[config.mk]
export PLATFORM = sky130hd
export DESIGN_NAME = rws_target
export DESIGN_NICKNAME = d
export VERILOG_FILES = /design/src/hw/rtl/rws_pkg.sv /design/src/hw/rtl/rws_target.sv
export SDC_FILE = /design/constraint.sdc
export NUM_CORES = 1
export LEC_CHECK = 0
export BUFFER_PORTS_ARGS = -buffer_cell sky130_fd_sc_hd__buf_2
export CAP_MARGIN = 20
export CORE_UTILIZATION = 30
export CTS_CLUSTER_DIAMETER = 100
export DETAILED_ROUTE_END_ITERATION = 16
export GPL_TIMING_DRIVEN = 0
export PLACE_DENSITY = 0.42
export SYNTH_ARGS = -nofsm -noshare
export SYNTH_HDL_FRONTEND = slang
export SYNTH_SLANG_ARGS = --single-unit
[constraint.sdc]
create_clock -name clk_i -period 5.35 [get_ports clk_i]
set_input_delay 0.535 -clock clk_i [delete_from_list [all_inputs] [get_ports clk_i]]
set_output_delay 0.535 -clock clk_i [all_outputs]
set_load 0.02 [all_outputs]
[src/hw/rtl/rws_pkg.sv]
// ----------------------------------------------------------------------------
// rws_pkg
// Shared types and constants for the roulette wheel selector.
// ----------------------------------------------------------------------------
package rws_pkg;

  localparam int unsigned MaxPopDefault = 256;

  localparam int unsigned FitW = 32;   // fitness, Q16.16
  localparam int unsigned SumW = 40;   // running total, Q24.16
  localparam int unsigned RndW = 16;   // random fraction
  localparam int unsigned SelW = 8;    // index width on the result ports

  localparam int unsigned ProdW = SumW + RndW;

  localparam logic [SumW-1:0] SumMax  = '1;
  localparam logic [RndW:0]   RndFull = (RndW+1)'((1 << RndW) - 1);

  // Walk token handed from cell to cell
  typedef struct packed {
    logic            valid;
    logic            found;
    logic [SumW-1:0] r;
  } rws_tok_t;

  typedef enum logic [1:0] {
    ST_IDLE,
    ST_CALC,
    ST_WALK,
    ST_DONE
  } rws_state_e;

  typedef enum logic [1:0] {
    TGT_IDLE,
    TGT_MUL,
    TGT_DIV
  } rws_tgt_e;

endpackage

[src/hw/rtl/rws_target.sv]
// ----------------------------------------------------------------------------
// rws_target
// Computes the walk target floor(rnd * total / 65535): a bit-serial
// shift-add multiply followed by a fold-and-subtract divide by 65535.
// ----------------------------------------------------------------------------
module rws_target import rws_pkg::*; (
  input  logic            clk_i,
  input  logic            rst_ni,
  input  logic            start_i,
  input  logic [RndW-1:0] rnd_i,
  input  logic [SumW-1:0] total_i,
  output logic            done_o,
  output logic [SumW-1:0] r_o
);

  localparam int unsigned CntW = $clog2(ProdW);
  // 2^16 = 1 mod 65535: each fold moves the high part into the quotient and
  // adds it back onto the low part. Four steps bring any product below 65535.
  localparam int unsigned DivSteps = 4;

  rws_tgt_e         st_q, st_d;
  logic [CntW-1:0]  cnt_q, cnt_d;
  logic             done_q, done_d;
  logic [RndW-1:0]  rnd_q, rnd_d;
  logic [SumW-1:0]  tot_q, tot_d;
  logic [ProdW-1:0] acc_q, acc_d;
  logic [SumW-1:0]  quo_q, quo_d;

  always_comb begin
    st_d   = st_q;
    cnt_d  = cnt_q;
    done_d = 1'b0;
    case (st_q)
      TGT_IDLE: begin
        if (start_i) begin
          st_d  = TGT_MUL;
          cnt_d = CntW'(RndW - 1);
        end
      end
      TGT_MUL: begin
        if (cnt_q == '0) begin
          st_d  = TGT_DIV;
          cnt_d = CntW'(DivSteps - 1);
        end else begin
          cnt_d = cnt_q - 1'b1;
        end
      end
      TGT_DIV: begin
        if (cnt_q == '0) begin
          st_d   = TGT_IDLE;
          done_d = 1'b1;
        end else begin
          cnt_d = cnt_q - 1'b1;
        end
      end
      default: st_d = TGT_IDLE;
    endcase
  end

  always_comb begin
    rnd_d = rnd_q;
    tot_d = tot_q;
    acc_d = acc_q;
    quo_d = quo_q;
    case (st_q)
      TGT_IDLE: begin
        if (start_i) begin
          rnd_d = rnd_i;
          tot_d = total_i;
          acc_d = '0;
          quo_d = '0;
        end
      end
      TGT_MUL: begin
        acc_d = {acc_q[ProdW-2:0], 1'b0} + (rnd_q[RndW-1] ? ProdW'(tot_q) : '0);
        rnd_d = {rnd_q[RndW-2:0], 1'b0};
      end
      TGT_DIV: begin
        if (acc_q[ProdW-1:RndW] != '0) begin
          acc_d = ProdW'(acc_q[ProdW-1:RndW]) + ProdW'(acc_q[RndW-1:0]);
          quo_d = quo_q + acc_q[ProdW-1:RndW];
        end else if (acc_q[RndW-1:0] == RndFull[RndW-1:0]) begin
          acc_d = '0;
          quo_d = quo_q + 1'b1;
        end
      end
      default: ;
    endcase
  end

  always_ff @(posedge clk_i or negedge rst_ni) begin
    if (!rst_ni) begin
      st_q   <= TGT_IDLE;
      cnt_q  <= '0;
      done_q <= 1'b0;
    end else begin
      st_q   <= st_d;
      cnt_q  <= cnt_d;
      done_q <= done_d;
    end
  end

  always_ff @(posedge clk_i) begin
    rnd_q <= rnd_d;
    tot_q <= tot_d;
    acc_q <= acc_d;
    quo_q <= quo_d;
  end

  assign done_o = done_q;
  assign r_o    = quo_q;

endmodule

### Word level (Yosys, flattened, before mapping)

Index checks and enable logic that the tools add are counted.

| operators by class | value |
|---|---|
| $add $sub $neg | 5 |
| eq/ne operators | 8 |
| multiplexer cells | 21 |
| reduce and logical (&&, ||, !) cells | 12 |

Operators with widths:

| operator | count |
|---|---|
| 56-bit two-way mux | 3 |
| 56-bit case mux with 3 select lines | 1 |
| 40-bit two-way mux | 4 |
| 40-bit case mux with 2 select lines | 1 |
| 56-bit by 40-bit adder with 56-bit output | 1 |
| 40-bit by 16-bit adder with 41-bit output | 1 |
| 40-bit by 1-bit adder with 40-bit output, second input constant | 1 |
| 40-bit adder | 1 |
| 40-bit nonzero test | 1 |
| 16-bit case mux with 2 select lines | 1 |
| 6-bit two-way mux | 3 |
| 6-bit case mux with 3 select lines | 1 |
| 16-bit equality test, second input constant | 1 |
| 16-bit two-way mux | 1 |
| 3-bit AND reduction | 4 |
| 2-bit != test, second input constant | 4 |
| 6-bit zero test | 1 |
| 2-bit two-way mux | 3 |
| 2-bit case mux with 3 select lines | 1 |
| 6-bit by 1-bit subtractor with 6-bit output, second input constant | 1 |
| 2-bit AND reduction | 2 |
| 2-bit nonzero test | 2 |
| 3-bit != test, second input constant | 1 |
| 3-bit nonzero test | 1 |
| other kinds (4) | 5 |

| storage, ports and cells | value |
|---|---|
| flip-flop bits (word level) | 161 |
| logic and storage cells | 53 |
| output and inout port bits | 41 |

### Logic depth before layout (Yosys ltp)

| depth | value |
|---|---|
| depth after elaboration | 4 |
| depth in mapped cells | 16 |
| depth with buffers taken out | 15 |

### Least setup slack after synthesis

Ideal clock, no wire load.

| path | value |
|---|---|
| path type | register -> register |
| start point | reg acc_q[1] |
| end point | reg acc_q[0] (enable) |
| buffers on the path | 0 |
| slack | 1.418 ns |
| cell stages (with the launch flop) | 6 |
| required time | 4.880 ns |
| setup time | 0.470 ns |
| arrival time | 3.463 ns |
| cell sequence | edfxtp_1 > nand4_1 > or4_1 > nand3_1 > nand2_1 > nor2_1 |

| on the way | value |
|---|---|
| word-level cells in the longest chain between the ends | 3 |

Ends and longest elaborated chain:

| element | line | source |
|---|---|---|
| from (decl) | rws_target.sv:26 | `logic [ProdW-1:0] acc_q, acc_d;` |
| from (signal assigned) | rws_target.sv:106 | `acc_q <= acc_d;` |
| 16-bit equality test | rws_target.sv:82 | `end else if (acc_q[RndW-1:0] == RndFull[RndW-1:0]) begin` |
| 3-bit != test (no source line) | -- |  |
| 3-bit AND reduction (no source line) | -- |  |

No other way between the ends.
A chain may end at the register's enable or synchronous reset.

### Worst setup path after layout

| path | value |
|---|---|
| start point | reg rnd_q[15] |
| end point | reg acc_q[55], data pin |

| on the way | value |
|---|---|
| word-level cells in the longest chain between the ends | 3 |

Ends and longest elaborated chain:

| element | line | source |
|---|---|---|
| from (decl) | rws_target.sv:24 | `logic [RndW-1:0] rnd_q, rnd_d;` |
| from (signal assigned) | rws_target.sv:104 | `rnd_q <= rnd_d;` |
| 40-bit two-way mux | rws_target.sv:75 | `acc_d = {acc_q[ProdW-2:0], 1'b0} + (rnd_q[RndW-1] ? ProdW'(tot_q) : '0);` |
| 56-bit by 40-bit adder with 56-bit output | rws_target.sv:75 |  |
| 56-bit case mux with 3 select lines | rws_target.sv:65 | `case (st_q)` |
| named net acc_d[55] | rws_target.sv:26 |  |

The timed path passes the listed nets, and every way through them passes these cells.

==> impl_metrics.ini <==
[floorplan]
die_h_um = 203
io_pins = 100
start_util = 0.304
placeable_core_region_um2 = 39700
die_width_um = 203
number_of_standard_cell_rows_in_the_floorplan = 73
die_area_um2 = 41000

[synthesis]
syn-instance-count = 1265
synth-warning-count = 0
synth-edff-count = 152
synth.top_cell.area_share = 0.378
yosysMostFrequentCell = sky130_fd_sc_hd__edfxtp_1
synth_top_area_cell = sky130_fd_sc_hd__edfxtp_1
top_ff_cell_synth = sky130_fd_sc_hd__edfxtp_1
synth_commonest_cells = sky130_fd_sc_hd__edfxtp_1 (152), sky130_fd_sc_hd__ha_1 (99), sky130_fd_sc_hd__nor2_1 (99)
average_footprint_of_a_synthesized_cell_um2 = 9.53
synth_fp_nets = 1426
ys_ff_latch = 161
synth-async-reset-ratio = 0.0559
synthesis.area_um2 = 12100
seq_area_frac_synth = 0.397
yosysUniqueCellTypes = 70
ys_top_cells_by_area = sky130_fd_sc_hd__edfxtp_1 (38%), sky130_fd_sc_hd__ha_1 (10%), sky130_fd_sc_hd__xnor2_1 (4.0%)

[route]
route.final.wire_length_um = 38100
drt_first_pass_iters = 5
average_vias_per_placed_instance = 5.24
postRouteAntennaNets = 0
vias = 10091
drt_iter0_drc = 560
wire_per_inst_um = 19.8
residual_drc = 0

[sta]
rsz0062_at_grt = false
finalCritPeriodShare = 0.890
final.min_clock_period_ns = 4.76
timing.slew.headroom = 0.391
tightest_slew_ns = 0.913
finalHoldViolations = 0
finClkSkew_ns = 0.0129
setup_viol = 0
achievable-frequency_mhz = 210
sum_of_negative_setup_slack_ns = 0
timing_max_transition_violations_final = 0

[placement]
place_congestion = 0.866
port_buffers = 99
hpwlAfterDp_um = 29600

[worst_setup_path]
timing.critical_path.to_type = flip-flop
cp_top_family = compound AO/OA/AOI/OAI gates
max_stage_delay_ns = 0.63
arrival_ns = 4.98
cp.buffers_inverters = 2
crit_path_cell_trace = clkbuf_1 > and2_1 > ha_1 > inv_1 > fa_1 > nand2b_1 > a21oi_1 > o221ai_1 > o311ai_2 > a21oi_1 > o21ai_1 > nand3_1 > xor2_1 > nor2_1
path_max_fanout = 10
slowest_stage = sky130_fd_sc_hd__o21ai_1
timing_worst_setup_path_type = reg -> reg
critPathMostFrequentCell = sky130_fd_sc_hd__a21oi_1
start_kind = flip-flop
worst_path_required_time_ns = 5.57

[global_route]
maximum_number_of_pins_on_one_net_before_global_route_repair = 37
global_route.usage.total = 0.190
wire_length_of_the_first_global_routing_pass_um = 58400
total_global_routing_overflow = 0
grt_pass1_vias = 9852
antenna_found_initial = 2

[cts]
cts.sink_count = 161
worstSkewPairLatency_ns = 0.50
tritoncts = yes
htreeDepth = 4
postCtsResizedCells = 0
worst_setup_hold_path_clk_slew_ns = 0.08
holdBufCountCts = 1
clock_tree.buffer_depth = 2
post-cts-setup-buffers = 0
numCtsBuffers = 17
root_buffer = sky130_fd_sc_hd__clkbuf_16

[outcome]
status = finished clean

[cells_and_area]
postLayoutCoreUtil = 0.349
multi_input_area_um2 = 6840
sequential_cell_area_um2 = 4790
syn_to_layout_area_delta_pct = 15.1
n_fill_cell = 4178
n_antenna_cell = 0
finish.net_count = 1548
final_layout_size_suffix_gt1_frac = 0.123

[flow_run]
cap_violations = 0

[power]
power.ir.vdd_worst_uv = 233
power-per-cell-area_nw_per_um2 = 693
static_leakage_nw = 5.55

[hold_path]
hold_path_class = in -> reg
[kinds of logic after synthesis]
group	after synthesis	synth area share
buffers and inverters	118	0.0373
xor gates and xnor gates	109	0.0792
and+or+nand+nor	394	0.165
muxes	17	0.0157
adders and majority gates	102	0.108
AOI/OAI and AO/OA	364	0.198
DFF	161	0.397
[per-layer routing]
layer / track usage / vias up / wire, µm
li1: - / 4972 / -
met1: 0.258 / 4864 / 18300
met2: 0.297 / 202 / 17400
met3: 0.0323 / 51 / 1380
met4: 0.0824 / 2 / 952
met5: 0 / - / 13
[flip-flops by register name, summed over array words and instances, names as in the netlist]
signal,count
acc_q,56
cnt_q,6
done_o,1
r_o,40
rnd_q,16
st_q,2
tot_q,40
[power by group]
group	switching (mW)	total [mW]	internal, mW
sequential	0.547	2.67	2.13
combinational	3.52	5.66	2.14
clock	0.627	1.29	0.659
total	4.70	9.62	4.92
[layout make-up]
type	count	area share
Clock inverter	14	0.0107
Multi-Input combinational cell	986	0.493
Timing Repair Buffer	103	0.0407
Sequential cell	161	0.345
Tap cell	525	0.0473
Clock buffer	18	0.0309
Inverter	27	0.00730
Buffer	91	0.0251
[worst reg2reg max path: stages (launching register included)]
cell and delay [ns]:
sky130_fd_sc_hd__edfxtp_1 0.48, sky130_fd_sc_hd__clkbuf_1 0.34, sky130_fd_sc_hd__and2_1 0.30, sky130_fd_sc_hd__ha_1 0.23
sky130_fd_sc_hd__inv_1 0.06, sky130_fd_sc_hd__fa_1 0.39, sky130_fd_sc_hd__nand2b_1 0.18, sky130_fd_sc_hd__a21oi_1 0.30
sky130_fd_sc_hd__o221ai_1 0.29, sky130_fd_sc_hd__o311ai_2 0.54, sky130_fd_sc_hd__a21oi_1 0.31, sky130_fd_sc_hd__o21ai_1 0.63
sky130_fd_sc_hd__nand3_1 0.18, sky130_fd_sc_hd__xor2_1 0.18, sky130_fd_sc_hd__nor2_1 0.07
[placed cells by master (no fill, tap or decap), types with 4 or more instances in the layout]
cell type / instances
sky130_fd_sc_hd__a211o_1: 4
sky130_fd_sc_hd__a211oi_1: 12
sky130_fd_sc_hd__a21o_1: 52
sky130_fd_sc_hd__a21oi_1: 92
sky130_fd_sc_hd__a22o_1: 4
sky130_fd_sc_hd__a22oi_1: 4
sky130_fd_sc_hd__a31o_2: 4
sky130_fd_sc_hd__a31oi_1: 14
sky130_fd_sc_hd__a41oi_1: 4
sky130_fd_sc_hd__and2_1: 45
sky130_fd_sc_hd__and3_1: 21
sky130_fd_sc_hd__buf_2: 99
sky130_fd_sc_hd__clkbuf_1: 89
sky130_fd_sc_hd__clkbuf_16: 17
sky130_fd_sc_hd__dfrtp_1: 9
sky130_fd_sc_hd__edfxtp_1: 152
sky130_fd_sc_hd__ha_1: 99
sky130_fd_sc_hd__inv_1: 26
sky130_fd_sc_hd__inv_6: 5
sky130_fd_sc_hd__inv_8: 4
sky130_fd_sc_hd__mux2_2: 15
sky130_fd_sc_hd__nand2_1: 81
sky130_fd_sc_hd__nand2b_1: 13
sky130_fd_sc_hd__nand3_1: 32
sky130_fd_sc_hd__nand4_1: 29
sky130_fd_sc_hd__nor2_1: 98
sky130_fd_sc_hd__nor2b_1: 15
sky130_fd_sc_hd__nor3_1: 12
sky130_fd_sc_hd__nor4_1: 18
sky130_fd_sc_hd__o21a_1: 20
sky130_fd_sc_hd__o21ai_0: 53
sky130_fd_sc_hd__o21ai_1: 4
sky130_fd_sc_hd__o21bai_1: 15
sky130_fd_sc_hd__o22ai_1: 35
sky130_fd_sc_hd__o31ai_1: 7
sky130_fd_sc_hd__or2_2: 8
sky130_fd_sc_hd__or3_1: 4
sky130_fd_sc_hd__or4_1: 8
sky130_fd_sc_hd__xnor2_1: 55
sky130_fd_sc_hd__xor2_1: 54
[per-stage QoR]
step	setup slack [ns]	area (µm²)	total power [mW]	cells	hold WS, ns
floorplan	1.42	12100	6.60	1265	0.239
global placement	-0.503	13200	8.36	1889	0.404
detailed placement	0.558	13300	8.37	1892	0.402
CTS	0.516	13900	9.71	1925	0.166
global route	0.144	13900	10.4	1925	0.184
finish	0.589	13900	9.62	1925	0.207
[worst paths after layout]
path | end | slack, ns | startpoint | cells after the start
min | tot_q[23]$_DFFE_PP_ | 0.21 | total_i[23] | 1
max | acc_q[55]$_DFFE_PP_ | 0.59 | rnd_q[15]$_DFFE_PP_ | 14
max reg2reg | acc_q[55]$_DFFE_PP_ | 0.59 | rnd_q[15]$_DFFE_PP_ | 14
max in group asynchronous | cnt_q[2]$_DFFE_PN0P_ | 4.74 | rst_ni | 2
min in group asynchronous | cnt_q[4]$_DFFE_PN0P_ | 0.42 | rst_ni | 2
min reg2reg | cnt_q[5]$_DFFE_PN0P_ | 0.51 | cnt_q[5]$_DFFE_PN0P_ | 2
Power figures use the tool's default switching activity.
