<file path="config.mk">
export PLATFORM = sky130hd
export DESIGN_NAME = rws_cell
export DESIGN_NICKNAME = d
export VERILOG_FILES = /design/src/hw/rtl/rws_pkg.sv /design/src/hw/rtl/rws_cell.sv
export SDC_FILE = /design/constraint.sdc
export NUM_CORES = 1
export LEC_CHECK = 0
export ABC_AREA = 1
export ABC_CLOCK_PERIOD_IN_PS = 2400
export BUFFER_PORTS_ARGS = -buffer_cell sky130_fd_sc_hd__buf_2
export CORE_UTILIZATION = 30
export DETAILED_ROUTE_END_ITERATION = 12
export GPL_ROUTABILITY_DRIVEN = 1
export MAX_ROUTING_LAYER = met4
export SYNTH_ARGS = -nofsm -noshare
export SYNTH_HDL_FRONTEND = slang
export SYNTH_SLANG_ARGS = --single-unit
</file>
<file path="constraint.sdc">
create_clock -name clk_i -period 2.4 [get_ports clk_i]
set_input_delay 0.24 -clock clk_i [delete_from_list [all_inputs] [get_ports clk_i]]
set_output_delay 0.24 -clock clk_i [all_outputs]
set_load 0.02 [all_outputs]
</file>
<file path="src/hw/rtl/rws_pkg.sv">
// ----------------------------------------------------------------------------
// rws_pkg
// Shared types and constants for the roulette wheel selector.
// ----------------------------------------------------------------------------
package rws_pkg;

  localparam int unsigned MaxPopDefault = 256;

  localparam int unsigned FitW = 32;   // fitness, Q16.16
  localparam int unsigned SumW = 40;   // running total, Q24.16
  localparam int unsigned RndW = 16;   // random fraction
  localparam int unsigned SelW = 8;    // index width on the result ports

  localparam int unsigned ProdW = SumW + RndW;

  localparam logic [SumW-1:0] SumMax  = '1;
  localparam logic [RndW:0]   RndFull = (RndW+1)'((1 << RndW) - 1);

  // Walk token handed from cell to cell
  typedef struct packed {
    logic            valid;
    logic            found;
    logic [SumW-1:0] r;
  } rws_tok_t;

  typedef enum logic [1:0] {
    ST_IDLE,
    ST_CALC,
    ST_WALK,
    ST_DONE
  } rws_state_e;

  typedef enum logic [1:0] {
    TGT_IDLE,
    TGT_MUL,
    TGT_DIV
  } rws_tgt_e;

endpackage

</file>
<file path="src/hw/rtl/rws_cell.sv">
// ----------------------------------------------------------------------------
// rws_cell
// One table entry of the wheel. Holds a fitness value and, when the walk
// token passes, either claims it or takes its fitness off the remainder.
// ----------------------------------------------------------------------------
module rws_cell import rws_pkg::*; #(
  parameter int unsigned Idx = 0,
  parameter int unsigned CntW = 9,
  parameter int unsigned IdxW = 8
) (
  input  logic            clk_i,
  input  logic            rst_ni,
  input  logic [CntW-1:0] count_i,
  input  logic            wr_en_i,
  input  logic [CntW-1:0] wr_idx_i,
  input  logic [FitW-1:0] wr_data_i,
  input  rws_tok_t        tok_i,
  input  logic [IdxW-1:0] idx_i,
  output rws_tok_t        tok_o,
  output logic [IdxW-1:0] idx_o
);

  logic [FitW-1:0] fit_q;
  rws_tok_t        tok_d;
  logic            valid_q;
  logic            found_q;
  logic [SumW-1:0] r_q;
  logic [IdxW-1:0] idx_q, idx_d;
  logic            live;
  logic [SumW-1:0] fit_ext;

  assign live    = count_i > CntW'(Idx);
  assign fit_ext = SumW'(fit_q);

  always_ff @(posedge clk_i) begin
    if (wr_en_i && (wr_idx_i == CntW'(Idx))) begin
      fit_q <= wr_data_i;
    end
  end

  always_comb begin
    tok_d = tok_i;
    idx_d = idx_i;
    if (tok_i.valid && !tok_i.found && live) begin
      if (fit_ext >= tok_i.r) begin
        tok_d.found = 1'b1;
        idx_d       = IdxW'(Idx);
      end else begin
        tok_d.r = tok_i.r - fit_ext;
      end
    end
  end

  always_ff @(posedge clk_i or negedge rst_ni) begin
    if (!rst_ni) begin
      valid_q <= 1'b0;
    end else begin
      valid_q <= tok_d.valid;
    end
  end

  always_ff @(posedge clk_i) begin
    found_q <= tok_d.found;
    r_q     <= tok_d.r;
    idx_q   <= idx_d;
  end

  assign tok_o = {valid_q, found_q, r_q};
  assign idx_o = idx_q;

endmodule

</file>
# Yosys cells after proc, flatten, opt, wreduce, memory -nomap -nowiden
# Cells that the tools add are included.
[classes] magnitude_cmp=2 multipliers=0 n_eq_ne=0 reduce_logical=5 div_mod_pow=0 n_shift=0 n_addsub=1 muxes=5 n_bitwise=0
[op_table] cell="41-bit two-way mux" count=1
[op_table] cell="32-bit by 40-bit greater-or-equal comparator with 1-bit output" count=1
[op_table] cell="40-bit two-way mux" count=1
[op_table] cell="40-bit by 32-bit subtractor with 40-bit output" count=1
[op_table] cell="8-bit two-way mux" count=2
[op_table] cell="9-bit by 1-bit > comparator with 1-bit output (second input constant)" count=1
[op_table] cell="9-bit zero test" count=1
[op_table] cell="1-bit logical AND" count=3
[op_table] cell="1-bit zero test" count=1
[op_table] cell="1-bit two-way mux" count=1
[word_totals] mem_count=0 ramBits=0 latchBits=0 romBits=0 register_bits=82 output_inout_bits=50

# Depth between registers and ports, before layout
# Gate-level depths: netlist (run 1).
[logic_depth] depth_word=4 ltp_mapped=17 ltp_nobuf=17

# Worst setup path before layout (run 1)
# No wires, ideal clock.
[synth_path] path_kind="input to register" start="input wr_idx_i[3]" end="register fit_q[0], enable pin" setup_slack_ps=-1934 arrival_time_ps=3829 setup_time_ps=505 path_stages=2 cell_sequence="or4_1 > nor4_1"
[synth_between] elab_chain_len=2
[synth_lines] element="from (decl)" line="rws_cell.sv:15" source="input logic [CntW-1:0] wr_idx_i,"
[synth_lines] element="9-bit zero test" line="rws_cell.sv:36" source="if (wr_en_i && (wr_idx_i == CntW'(Idx))) begin"
[synth_lines] element="1-bit logical AND" line="rws_cell.sv:36"
[synth_lines] element="to (signal assigned)" line="rws_cell.sv:37" source="fit_q <= wr_data_i;"
[synth_lines] element="to (decl)" line="rws_cell.sv:23" source="logic [FitW-1:0] fit_q;"
# Every way passes these cells.
# A chain may end at the register's enable or synchronous reset.

==> flow_summary.yaml, run 1 <==
floorplanning:
  std_cell_rows: 49
  pin_count: 153
  chipHeight_um: 140
  die-area_um2: 19500
  initial_utilization_pct: 31.1
  die_w_um: 140
  coreArea_um2: 18300
power:
  sw_frac_of_total_pct: 28.1
  power.share.combinational_pct: 21.3
  power.switching_uw: 1030
  p_total_uw: 3670
  powerDensity_nw_per_um2: 490
  pwr-share-clk_pct: 36.9
  p_leak_uw: 0.00417
  vdd_drop_max_uv: 342
  p_int_uw: 2640
  pwr-share-seq_pct: 41.7
layout:
  n_antenna_cell: 0
  nets: 1190
  final_cells: 1288
  area_delta_synth_final_pct: 32.0
  final_common_cell: "nand2_1"
  layout_common_cells: "293 x nand2_1, 177 x inv_1, 152 x buf_2"
  drive_above_1_share_pct: 23.9
yosys:
  yosys_warnings: 0
  syn_nets: 996
  ys_seq_elements: 82
  synth.avg_cell_area_um2: 6.60
  ys_seq_area_share_pct: 34.7
  syn_inst: 860
  synth_top_cell_by_area: "nand2_1"
  yosys.area.top_type_share_pct: 19.8
  synth_area_leaders: "nand2_1 20%, dfxtp_1 17%, edfxtp_1 17%, inv_1 12%, ha_1 7.1%"
  syn_area_um2: 5670
  synthDistinctLibCells: 38
global_route:
  grt_overflow_total: 0
  grt_pass1_vias: 5312
  grt_max_degree: 33
  grt_antenna_before_repair: 0
  grt_util_all_layers_pct: 17.8
  grt_pass1_wl_um: 26100
critical_path:
  r2r_start: "fit_q[27]"
  end_kind: "flop"
  max_stage_delay_ns: 0.37
  cp_max_fo: 12
  r2r-end: "r_q[17]"
  critical_path.cell_chain: "inv_1, ha_1, nand2_2, nor2_4, inv_2, nor3_4, nand2_4, nand3_4, buf_4, nand3_4, buf_12, clkbuf_16, nand2_1, o21ai_0"
  cp_slowest_cell: "ha_1"
  r2r_cells: 14
  arrival_ns: 2.49
  critical_path.most_common_cell: "nand3_4"
  r2r_slack_ns: 0.14
  cp-start-kind: "flop"
  worstSetupPathType: "flop to flop"
  cp.required_ns: 2.63
detailed_routing:
  wl_per_cell_um: 13.2
  drt_iter0_drc: 324
  dr.pass1.iters: 7
  totalWireLength_um: 17000
  vias: 5566
  vias_per_cell: 4.32
  drc: 0
  detail-route-antenna-nets: 0
hold_path:
  min_from: "tok_i[41]"
  hp-class: "primary input to flop"
  whs_path_depth: 1
  min_to: "valid_q"
clock_tree:
  clockBufferDepth: 2
  cts_buffers: 9
  cts_max_level: 3
  ctsRootBufferMaster: "clkbuf_16"
  clk_latency_ns: 0.35
  path_clk_slew_ns: 0.06
  cts_sinks: 82
  cts_tree: "done"
timing:
  period_minus_slack_ns: 2.26
  relSlewSlack_pct: 69.5
  setup_viol: 0
  finClkSkew_ns: 0.0100
  rsz0062_at_grt: "true"
  drv_slew: 0
  finalHoldViolations: 0
  min_period_over_period_pct: 94.0
  max_freq_ghz: 0.443
  tightest_slew_ns: 0.454
outcome:
  run_status: "finished, final reports clean"
run:
  max-cap-violations: 0
placement:
  place_inst: 1260
  numPortBuffers: 152
  hpwl_um: 13600
  finalWeightedCongestion: 0.914
==> timing repair <==
item / 4_1_cts / 5_1_grt
buffers inserted: 0 / 6
hold buffers: 1 / 0
hold endpoints to repair: 1 / 0
gates resized for setup: 0 / 30
setup endpoints to repair: 0 / 40
==> metrics by stage <==
| stage | setup TNS [ns] | hold WS [ns] | util [%] | worst slack, ns | instance area (um^2) |
|---|---|---|---|---|---|
| final | 0 | 0.0153 | 41.0 | 0.143 | 7490 |
| after global routing | -0.145 | 0.00990 | 41.0 | -0.0284 | 7490 |
| after CTS | 0 | 0.00180 | 39.5 | 0.0958 | 7220 |
| after detailed placement | 0 | 0.0171 | 37.9 | 0.0318 | 6920 |
| after global placement | 0 | 0.0156 | 37.9 | 0.0881 | 6920 |
| after floorplan | 0 | -0.0556 | - | 0.120 | 5690 |
==> final cells by class <==
cell class | instances | area [um^2]
inverters | 180 | 676
repair buffers | 191 | 1180
flip-flops and latches | 82 | 1970
well taps | 229 | 287
clock buffers | 14 | 284
clock inverters | 2 | 10.0
multi-input cells | 590 | 3080
fillers | 1940 | 10800
==> cells in the mapped netlist, drive strengths merged <==
master and instances:
clkbuf 1, nand3 35, dfrtp 1, ha 32, and3 1, nor2 98
xnor2 16, or4 1, nor3 8, edfxtp 32, nand4 24, o21ai 21
buf 8, o21bai 3, nand3b 6, a21o 2, a21oi 24, and2 3
xor2 5, dfxtp 49, nor4 2, inv 180, or2 2, nand2 305
fa 1
==> power groups by stage <==
| stage | combinational, uW | sequential (uW) | clock, uW |
|---|---|---|---|
| 5_1_grt | 869 | 1540 | 1460 |
| 3_5_place_dp | 728 | 1560 | 0 |
| 3_3_place_gp | 724 | 1560 | 0 |
| 4_1_cts | 733 | 1530 | 1400 |
| 2_1_floorplan | 359 | 1650 | 0 |
| 6_report | 782 | 1530 | 1360 |
==> worst max path at each step <==
stage	from	endpoint	slack (ns)
after detailed placement	tok_i[0]	r_q[27]	0.03
after global placement	tok_i[0]	r_q[24]	0.09
after floorplan	wr_idx_i[3]	fit_q[0]	0.12
after CTS	fit_q[0]	r_q[27]	0.1
after global routing	fit_q[27]	r_q[24]	-0.03
final	fit_q[27]	r_q[17]	0.14
==> sequential cells by signal, summed over array words and instances, names as in the netlist <==
signal and cells:
fit_q 32, idx_o 8, valid_q 1, r_q 40, found_q 1
==> cells by family (layout without fill, tap and decap cells) <==
group           Yosys count  after routing  synth area share [%]
xor+xnor                 21             21                  3.24
fa+ha+maj                33             33                  7.41
buf+inv                 189            387                  13.1
simple gates            485            486                  36.6
flops                    82             82                  34.7
compound gates           50             50                  5.03
==> metal layers <==
layer	track usage, %	wire length [um]
met1	23.1	8340
met2	27.9	7560
met3	3.75	834
met4	4.74	216
met5	-	0
==> worst max-delay path: cells and delay by family (launching register included) <==
kind | cells | cell delay (ns)
and+or+nand+nor | 7 | 0.81
buffers and inverters | 5 | 0.57
adders and majority gates | 1 | 0.37
DFF | 1 | 0.33
AOI/OAI and AO/OA | 1 | 0.07
Note: power is estimated with default switching activity, not from simulation.
==> run 2: changes to the inputs <==
--- a/config.mk
+++ b/config.mk
@@ -6,12 +6,13 @@
 export NUM_CORES = 1
 export LEC_CHECK = 0
 export ABC_AREA = 1
-export ABC_CLOCK_PERIOD_IN_PS = 2400
+export ABC_CLOCK_PERIOD_IN_PS = 2900
 export BUFFER_PORTS_ARGS = -buffer_cell sky130_fd_sc_hd__buf_2
 export CORE_UTILIZATION = 30
 export DETAILED_ROUTE_END_ITERATION = 12
 export GPL_ROUTABILITY_DRIVEN = 1
 export MAX_ROUTING_LAYER = met4
+export PLACE_DENSITY = 0.48
 export SYNTH_ARGS = -nofsm -noshare
 export SYNTH_HDL_FRONTEND = slang
 export SYNTH_SLANG_ARGS = --single-unit
==> constraint.sdc (replaced) <==
create_clock -name clk_i -period 2.9 [get_ports clk_i]
set_input_delay 0.29 -clock clk_i [delete_from_list [all_inputs] [get_ports clk_i]]
set_output_delay 0.29 -clock clk_i [all_outputs]
set_load 0.02 [all_outputs]
==> flow_summary.yaml, run 2 (same netlist as run 1, synthesis figures left out) <==
placement:
  hpwl_um: 13800
  numPortBuffers: 152
  finalWeightedCongestion: 0.916
  dpl_cell_area_um2: 6720
floorplanning:
  std_cell_rows: 49
  die-area_um2: 19500
  coreArea_um2: 18300
  chipHeight_um: 140
  initial_utilization_pct: 31.1
  pin_count: 153
  die_w_um: 140
critical_path:
  max_stage_delay_ns: 0.38
  worstSetupPathType: "flop to flop"
  critical_path.most_common_cell: "nand2_1"
  crit_start: "fit_q[0]"
  r2r_start: "fit_q[0]"
  cp_slowest_cell: "edfxtp_1"
  r2r_slack_ns: 0.39
  end_kind: "flop"
  cp.depth: 15
  cp.required_ns: 3.13
  critical_path.cell_chain: "ha_1, inv_1, fa_1, nand2_1, nand2_1, nand3_1, nand2_2, nand2_1, nand2_2, nand2_2, nand3_4, nand3_4, buf_12, nand2_1, o21ai_0"
  cp-start-kind: "flop"
  r2r-end: "r_q[9]"
  critPathTopFamily: "simple AND/OR/NAND/NOR gates"
  cp_max_fo: 27
  critPathCapture: "r_q[9]"
  r2r_cells: 15
  crit_buf_inv: 2
  arrival_ns: 2.74
timing:
  min_period_over_period_pct: 86.4
  period_minus_slack_ns: 2.51
  setup_tns_ns: 0
  setup_viol: 0
  relSlewSlack_pct: 68.2
  rsz0062_at_grt: "false"
  finalHoldViolations: 0
  finClkSkew_ns: 0.00614
  max_freq_ghz: 0.399
  tightest_slew_ns: 0.475
  drv_slew: 0
detailed_routing:
  detail-route-antenna-nets: 0
  vias_per_cell: 4.36
  wl_per_cell_um: 13.1
  totalWireLength_um: 16400
  drc: 0
  drt_iter0_drc: 276
  dr.pass1.iters: 5
  vias: 5466
layout:
  n_antenna_cell: 0
  fill_cells: 2017
  regMostFlops: "r_q"
  layout_common_cells: "299 x nand2_1, 178 x inv_1, 152 x buf_2"
  largest_register_ffs: 40
  nets: 1155
  final_common_cell: "nand2_1"
  drive_above_1_share_pct: 19.1
  final_cell_area_um2: 7030
  area_delta_synth_final_pct: 23.9
hold_path:
  hp-class: "primary input to flop"
power:
  vdd_drop_max_uv: 281
  power.share.combinational_pct: 19.7
  pwr-share-seq_pct: 42.4
  p_int_uw: 2150
  power.switching_uw: 832
  sw_frac_of_total_pct: 27.9
  powerDensity_nw_per_um2: 425
  p_leak_uw: 0.00394
  pwr-share-clk_pct: 37.9
clock_tree:
  cts_tree: "done"
  cts_hold_buf: 1
  clk_latency_ns: 0.35
  cts_buffers: 9
  cts_max_level: 3
  cts_resized: 0
  path_clk_slew_ns: 0.06
  clockBufferDepth: 2
  cts_sinks: 82
  cts_setup_buffers: 0
  ctsRootBufferMaster: "clkbuf_16"
global_route:
  grt_pass1_wl_um: 26400
  grt_overflow_total: 0
  grt_util_all_layers_pct: 17.9
  grt_pass1_vias: 5284
  grt_max_degree: 33
  grt_antenna_before_repair: 0
outcome:
  run_status: "finished, final reports clean"
run:
  max-cap-violations: 0
-- run 2: worst reg2reg max path: stages, from the launching register on --
cell      delay, ns
edfxtp_1       0.38
ha_1           0.19
inv_1          0.11
fa_1           0.25
nand2_1        0.07
nand2_1        0.10
nand3_1        0.10
nand2_2        0.12
nand2_1        0.07
nand2_2        0.11
nand2_2        0.09
nand3_4        0.13
nand3_4        0.26
buf_12         0.26
nand2_1        0.08
o21ai_0        0.07
-- run 2: area by class of cell --
type                            instances  area [um^2]  share of cell area, %
Clock buffer                           15          290                   4.13
Sequential cell                        82         1970                   28.0
Timing Repair Buffer                  157          826                   11.7
Tap cell                              229          287                   4.08
Clock inverter                          1         5.00                 0.0712
Multi-Input combinational cell        589         2980                   42.4
Inverter                              180          676                   9.61
-- run 2: worst min path at each step --
stage	to	cells after the start	slack, ns	start
after detailed placement	valid_q	1	0.07	rst_ni
after global placement	valid_q	1	0.07	rst_ni
final	valid_q	1	0.06	tok_i[41]
after floorplan	valid_q	0	-0.006	rst_ni
after global routing	valid_q	1	0.06	tok_i[41]
after CTS	valid_q	1	0.05	tok_i[41]
-- run 2: through the flow --
stage	util [%]	setup slack (ns)	hold slack, ns	instances	power [uW]
floorplan	-	0.570	-0.00559	860	1660
global placement	36.8	0.375	0.0652	1236	1890
detailed placement	36.8	0.329	0.0655	1236	1880
CTS	38.5	0.388	0.0499	1253	3040
global route	38.5	0.107	0.0606	1253	3150
finish	38.5	0.395	0.0631	1253	2990
-- run 2: metal layers --
layer	up-vias	routed length, um	part of all wire, %	global-route usage, %
met1	2367	8150	50	23.3
met3	16	751	4.6	3.79
met2	140	7290	44	28.1
met5	-	0	0	-
li1	2943	-	-	-
met4	0	240	1.5	5.03
-- run 2: power groups by stage --
stage	clock network, uW	registers [uW]	logic [uW]
after detailed placement	0	1290	589
after floorplan	0	1360	297
after global placement	0	1290	591
after CTS	1180	1270	594
after global routing	1220	1270	659
final	1130	1270	588
